[src/hdl/cfah_pkg.sv]
// shared types, constants and the case fold for the case-folded adler hash
package cfah_pkg;

  localparam int unsigned SumWidth = 16;
  localparam int unsigned HashWidth = 2 * SumWidth;

  localparam logic [SumWidth-1:0] Modulus = 16'd65521;

  localparam logic [7:0] UpperFirst = 8'h41;
  localparam logic [7:0] UpperLast = 8'h5A;
  localparam logic [7:0] CaseOffset = 8'h20;

  typedef struct packed {
    logic [SumWidth-1:0] two;
    logic [SumWidth-1:0] one;
  } sums_t;

  function automatic logic [7:0] fold_case(input logic [7:0] b);
    logic [7:0] r;
    r = b;
    if (b inside {[UpperFirst:UpperLast]}) begin
      r = b + CaseOffset;
    end
    return r;
  endfunction

endpackage

[src/hdl/cfah_if.sv]
// valid/ready channel interfaces for input bytes and hash results
interface cfah_item_if;
  logic       valid;
  logic       ready;
  logic [7:0] data_byte;
  logic       byte_present;
  logic       last;

  modport source (output valid, output data_byte, output byte_present, output last,
                  input ready);
  modport sink (input valid, input data_byte, input byte_present, input last,
                output ready);
endinterface

interface cfah_result_if;
  logic        valid;
  logic        ready;
  logic [31:0] hash;

  modport source (output valid, output hash, input ready);
  modport sink (input valid, input hash, output ready);
endinterface

[src/hdl/cfah_step.sv]
// one byte of the hash update: fold, add into both sums, reduce mod 65521; a beat without a byte keeps the sums
module cfah_step
  import cfah_pkg::*;
(
  input  sums_t      cur,
  input  logic [7:0] data_byte,
  input  logic       byte_present,
  output sums_t      nxt
);

  logic [SumWidth:0]   one_sum;
  logic [SumWidth-1:0] one_red;
  logic [SumWidth:0]   two_sum;
  logic [SumWidth-1:0] two_red;

  always_comb begin
    one_sum = {1'b0, cur.one} + {{(SumWidth - 7){1'b0}}, fold_case(data_byte)};
    if (one_sum >= {1'b0, Modulus}) begin
      one_red = SumWidth'(one_sum - {1'b0, Modulus});
    end else begin
      one_red = one_sum[SumWidth-1:0];
    end
    two_sum = {1'b0, cur.two} + {1'b0, one_red};
    if (two_sum >= {1'b0, Modulus}) begin
      two_red = SumWidth'(two_sum - {1'b0, Modulus});
    end else begin
      two_red = two_sum[SumWidth-1:0];
    end
    if (byte_present) begin
      nxt.one = one_red;
      nxt.two = two_red;
    end else begin
      nxt = cur;
    end
  end

endmodule

[src/hdl/case_folded_adler_hash.sv]
// Case-folded adler hash: takes one byte beat per cycle, except while a last
// beat waits behind an untaken hash; a result beat appears once the beat marked
// last has passed the input register and the single fold/add/reduce pass into
// the result register, and the sums clear. While the result register holds an
// untaken hash, a further last beat waits in the input register and bytes behind it stall.
module case_folded_adler_hash
  import cfah_pkg::*;
(
  input logic          clk,
  input logic          rst,
  cfah_item_if.sink    item,
  cfah_result_if.source result
);

  logic       s1_valid;
  logic [7:0] s1_byte;
  logic       s1_present;
  logic       s1_last;
  logic       s1_adv;
  sums_t      sums;
  sums_t      sums_next;

  assign s1_adv = s1_valid && (!s1_last || !result.valid || result.ready);
  assign item.ready = !s1_valid || s1_adv;

  cfah_step u_step (
    .cur          (sums),
    .data_byte    (s1_byte),
    .byte_present (s1_present),
    .nxt          (sums_next)
  );

  always_ff @(posedge clk) begin
    if (rst) begin
      s1_valid <= 1'b0;
    end else if (item.ready) begin
      s1_valid <= item.valid;
    end
  end

  always_ff @(posedge clk) begin
    if (item.valid && item.ready) begin
      s1_byte    <= item.data_byte;
      s1_present <= item.byte_present;
      s1_last    <= item.last;
    end
  end

  // sums clear once the last byte has been folded in
  always_ff @(posedge clk) begin
    if (rst) begin
      sums <= '0;
    end else if (s1_adv) begin
      sums <= s1_last ? '0 : sums_next;
    end
  end

  always_ff @(posedge clk) begin
    if (rst) begin
      result.valid <= 1'b0;
    end else if (s1_adv && s1_last) begin
      result.valid <= 1'b1;
    end else if (result.ready) begin
      result.valid <= 1'b0;
    end
  end

  always_ff @(posedge clk) begin
    if (s1_adv && s1_last) begin
      result.hash <= HashWidth'(sums_next);
    end
  end

  a_sums_in_range: assert property (@(posedge clk) disable iff (rst)
    sums.one < Modulus && sums.two < Modulus)
    else $error("sum out of modulus range");

  a_clear_after_last: assert property (@(posedge clk) disable iff (rst)
    s1_adv && s1_last |=> sums == '0)
    else $error("sums not cleared after last beat");

  a_result_from_last: assert property (@(posedge clk) disable iff (rst)
    $rose(result.valid) |-> $past(s1_adv && s1_last))
    else $error("result beat without a last beat");

  a_no_overwrite: assert property (@(posedge clk) disable iff (rst)
    result.valid && !result.ready |-> !(s1_adv && s1_last))
    else $error("pending hash overwritten");

endmodule
[src/flat_wrapper.sv]
// flat-port wrapper written by rule: the top's interface ports become plain ports
module case_folded_adler_hash_flat import cfah_pkg::*;
  (clk, rst, item_valid, item_data_byte, item_byte_present, item_last, item_ready, result_valid, result_hash, result_ready);
  cfah_item_if item_i ();
  cfah_result_if result_i ();
  input logic clk;
  input logic rst;
  input wire logic [$bits(item_i.valid)-1:0] item_valid;
  input wire logic [$bits(item_i.data_byte)-1:0] item_data_byte;
  input wire logic [$bits(item_i.byte_present)-1:0] item_byte_present;
  input wire logic [$bits(item_i.last)-1:0] item_last;
  output wire logic [$bits(item_i.ready)-1:0] item_ready;
  output wire logic [$bits(result_i.valid)-1:0] result_valid;
  output wire logic [$bits(result_i.hash)-1:0] result_hash;
  input wire logic [$bits(result_i.ready)-1:0] result_ready;
  assign item_i.valid = item_valid;
  assign item_i.data_byte = item_data_byte;
  assign item_i.byte_present = item_byte_present;
  assign item_i.last = item_last;
  assign item_ready = item_i.ready;
  assign result_valid = result_i.valid;
  assign result_hash = result_i.hash;
  assign result_i.ready = result_ready;
  case_folded_adler_hash u_core (.clk(clk), .rst(rst), .item(item_i), .result(result_i));
endmodule
[config.mk]
export PLATFORM = sky130hd
export DESIGN_NAME = case_folded_adler_hash_flat
export DESIGN_NICKNAME = d
export VERILOG_FILES = /design/src/hdl/cfah_pkg.sv /design/src/hdl/cfah_if.sv /design/src/hdl/cfah_step.sv /design/src/hdl/case_folded_adler_hash.sv /design/src/flat_wrapper.sv
export SDC_FILE = /design/constraint.sdc
export NUM_CORES = 1
export LEC_CHECK = 0
export ABC_AREA = 1
export BUFFER_PORTS_ARGS = -buffer_cell sky130_fd_sc_hd__buf_4
export CORE_AREA = 2 2 107 109
export CTS_BUF_LIST = sky130_fd_sc_hd__clkbuf_4
export CTS_CLUSTER_DIAMETER = 120
export DETAILED_ROUTE_END_ITERATION = 6
export DIE_AREA = 0 0 109 111
export HOLD_SLACK_MARGIN = 0.02
export PLACE_DENSITY = 0.77
export REMOVE_ABC_BUFFERS = 1
export SLEW_MARGIN = 10
export SYNTH_ARGS = -nofsm -noshare
export SYNTH_HDL_FRONTEND = slang
export SYNTH_SLANG_ARGS = --single-unit
[constraint.sdc]
create_clock -name clk -period 5.48 [get_ports clk]
set_clock_uncertainty 0.1 [all_clocks]
set_input_delay 1.096 -clock clk [delete_from_list [all_inputs] [get_ports clk]]
set_output_delay 1.096 -clock clk [all_outputs]
set_load 0.02 [all_outputs]
==> impl_results.md <==
- Setup CP Type: register to register
- Area grow syn2layout: 26.11%
- Post-route minimum period: ~5.4 ns
- Die Wd: between 100 and 150 µm
- Synth area leaders: edfxtp_1 20%, nand2_1 18%, dfxtp_1 11%, inv_1 7.3%, ha_1 6.4%
- Crit Path Max Fanout: 15
- Slowest stage cell, crit path: edfxtp_1
- Prevailing post-synth register cell: edfxtp_1
- Antenna-violating nets left: 0
- DRC viols: 0
- Fin. Hold Viols: 0
- Slew @ Worst Pin: roughly 0.70 ns
- Gr ovfl total: 0
- Synthesized flop and latch total: 76
- Num ports: 48
- Vias in the first global route: between 5,000 and 6,000
- Crit-path most repeated cell: nand2_1
- Die Area: 12,100 µm²
- TritonCTS buffer count: 9
- Slew Limit Fails: 0
- Dpl hpwl: ~12,000 µm
- Max-Cap Viols: 0
- CP top delay family: simple AND/OR/NAND/NOR gates
- Slowest stage delay, CP: ~0.46 ns
- Vias per cell: ~5.6
- Clock Tree Buf Depth: 2
- # setup viols final: 0
- Ratio of cells with drive above 1 in the final layout: 0.3254
- Pwr dens: between 150 and 200 nW/µm²
- Area post-placement: 6933 µm²
- Top cells by count, synth: 304 x nand2_1, 122 x inv_1, 77 x nand3_1
- Post-synth top area share: 0.2010
- Hold_buf cts: 0
- WP data required: 5.78 ns
- RSZ-0062 raised after global routing: yes
- I/O Buffers: 47
- Total track usage: 0.2690
- Worst IR Drop VDD: 0.1693 mV
- # nets final: about 1,100
- Max-slew headroom: 0.5308
- Peak Freq: 184.8 MHz
- Crit path from: u_core.s1_byte[1]$_DFFE_PP_
- Core footprint: between 10,000 and 15,000 µm²
- Critical Path Sink Type: register
- Site Rows: 39
- Post-synthesis async set-or-reset flop share: 0
- Synth Area per Inst: 6.886 µm²
- Synth Instances: slightly above 900
- Final TNS setup: 0 ns
- Count leader, synth: nand2_1
- Largest net degree at the start of global routing: 63
- RR Startpoint: u_core.s1_byte[1]$_DFFE_PP_
- Worst-skew pair later-pin latency: 0.46 ns
- Tot Pwr: approximately 1.4 mW
- Synthesis Warnings: 0
- Seq/Total Area, Yosys: 0.3095
- Root Driver: clkbuf_4
- Synth cell types: 38
- Final Wtd Congestion: 0.9321
- First-pass GRT wire length: roughly 26,000 µm
- Hold WC Path Type: register to register
- CTS tree: built
- Detailed Routing Iterations Pass 1: 5
- Synth area leader: edfxtp_1
- Reg clk slew, reported paths: between 0.1 and 0.15 ns
- Height of the die: 111 µm
- Starting Density: 0.5664
- Startpoint types: register
- Wirelength per Cell: roughly 15 µm
- DRT iter0 DRCs: between 400 and 500
- Critical Path AT: about 5.7 ns
- Number of synthesized flops with an enable pin: 42
- Hold Startpoint: u_core.sums[30]$_SDFFE_PP0P_
- DR vias: approximately 6,400
- Worst hold slack: 0.4024 ns
- Mapped Area: around 6300 µm²
- Status: finished clean
- Initial antenna violation count: 1
- WL final: 17,270 µm
- Crit path buffers/inverters: 6
- Design area: approximately 7900 µm²
- CTS sink cnt: 76
- CTS H-Tree Depth: 3
- Leak: around 3.7 nW
- Period utilization: 0.9875
==> worst reg2reg max path, delay by kind of cell, from the launching register on <==
family	cells	cell delay (ns)
AO/OA/AOI/OAI	4	0.81
flip-flops	1	0.46
buffers and inverters	6	0.69
AND/OR/NAND/NOR	25	2.71
adder cells (fa/ha/maj)	2	0.59
==> repair_timing <==
action / 4_1_cts / 5_1_grt
cloned: 2 / 2
pin swaps: 4 / 73
endpoints found under the setup margin: 32 / 32
buffers inserted: 3 / 19
resized for setup: 7 / 140
==> per-stage QoR <==
stage,instances,setup slack (ns),utilization
detailed placement,1112,-0.1846,0.6259
floorplan,887,0.2932,-
finish,1155,0.06851,0.7142
CTS,1133,-0.000002220,0.6501
global placement,1112,0.01533,0.6259
global route,1155,-0.1361,0.7142
==> final timing paths <==
check	endpoint	cells after the start	slack, ns
max	u_core.sums[23]$_SDFFE_PP0P_	37	0.07
min	u_core.sums[30]$_SDFFE_PP0P_	2	0.40
max reg2reg	u_core.sums[23]$_SDFFE_PP0P_	37	0.07
min reg2reg	u_core.sums[30]$_SDFFE_PP0P_	2	0.40
==> sequential cells by signal, indices dropped and copies added (netlist names) <==
signal,count
u_core.result.hash,32
u_core.result.valid,1
u_core.s1_byte,8
u_core.s1_last,1
u_core.s1_present,1
u_core.s1_valid,1
u_core.sums,32
==> metal layers <==
layer	part of all wire	track usage
met1	0.43	0.3756
met2	0.48	0.4186
met3	0.066	0.04527
met4	0.028	0.09316
met5	0	0
==> layout by cell type, fill, tap and decap left out, types with 4 or more instances in the layout <==
cell      Yosys  routed
nand3_4       4       9
and2_4        0       4
nand2_2      18      48
dfxtp_1      34      34
edfxtp_1     42      42
nand3b_1      7       7
nor2_1       44      21
and2_1       13       9
ha_1         32      20
a21oi_2       9      15
buf_4         0      99
a21boi_0     13      13
or2_2        24      23
xor2_1       10       9
buf_6         3       4
nand2_4       0       7
clkbuf_4      0       9
nor2_4        2      14
nand2_1     304     267
nand3_1      77      68
nor3_1        6       4
inv_2         3      12
nor2_2       11      22
ha_4          0      11
inv_1       122     113
nand3_2      23      31
a21oi_1      39      32
nand4_1      31      31
==> final cells by class <==
type / instances / area [µm²]
inverters: 125 / 469.2
clock buffers: 9 / 67.56
well taps: 143 / 178.9
diodes: 1 / 2.502
fillers: 845 / 3166
multi-input cells: 690 / 4333
flip-flops and latches: 76 / 1942
repair buffers: 104 / 803.3
clock inverters: 7 / 115.1
==> cells by family after synthesis <==
| group | Yosys count | share of synthesized area |
|---|---|---|
| simple gates | 569 | 0.4370 |
| fa+ha+maj | 34 | 0.07020 |
| xor+xnor | 12 | 0.01675 |
| compound gates | 71 | 0.06980 |
| flops | 76 | 0.3095 |
| buf+inv | 149 | 0.09673 |
==> power breakdown <==
| part | leakage [nW] | switching [mW] | internal, mW |
|---|---|---|---|
| Sequential | 0.678 | 0.0119 | 0.620 |
| Combinational | 2.90 | 0.210 | 0.136 |
| Clock | 0.0936 | 0.216 | 0.229 |
Power figures use the tool's default switching activity.
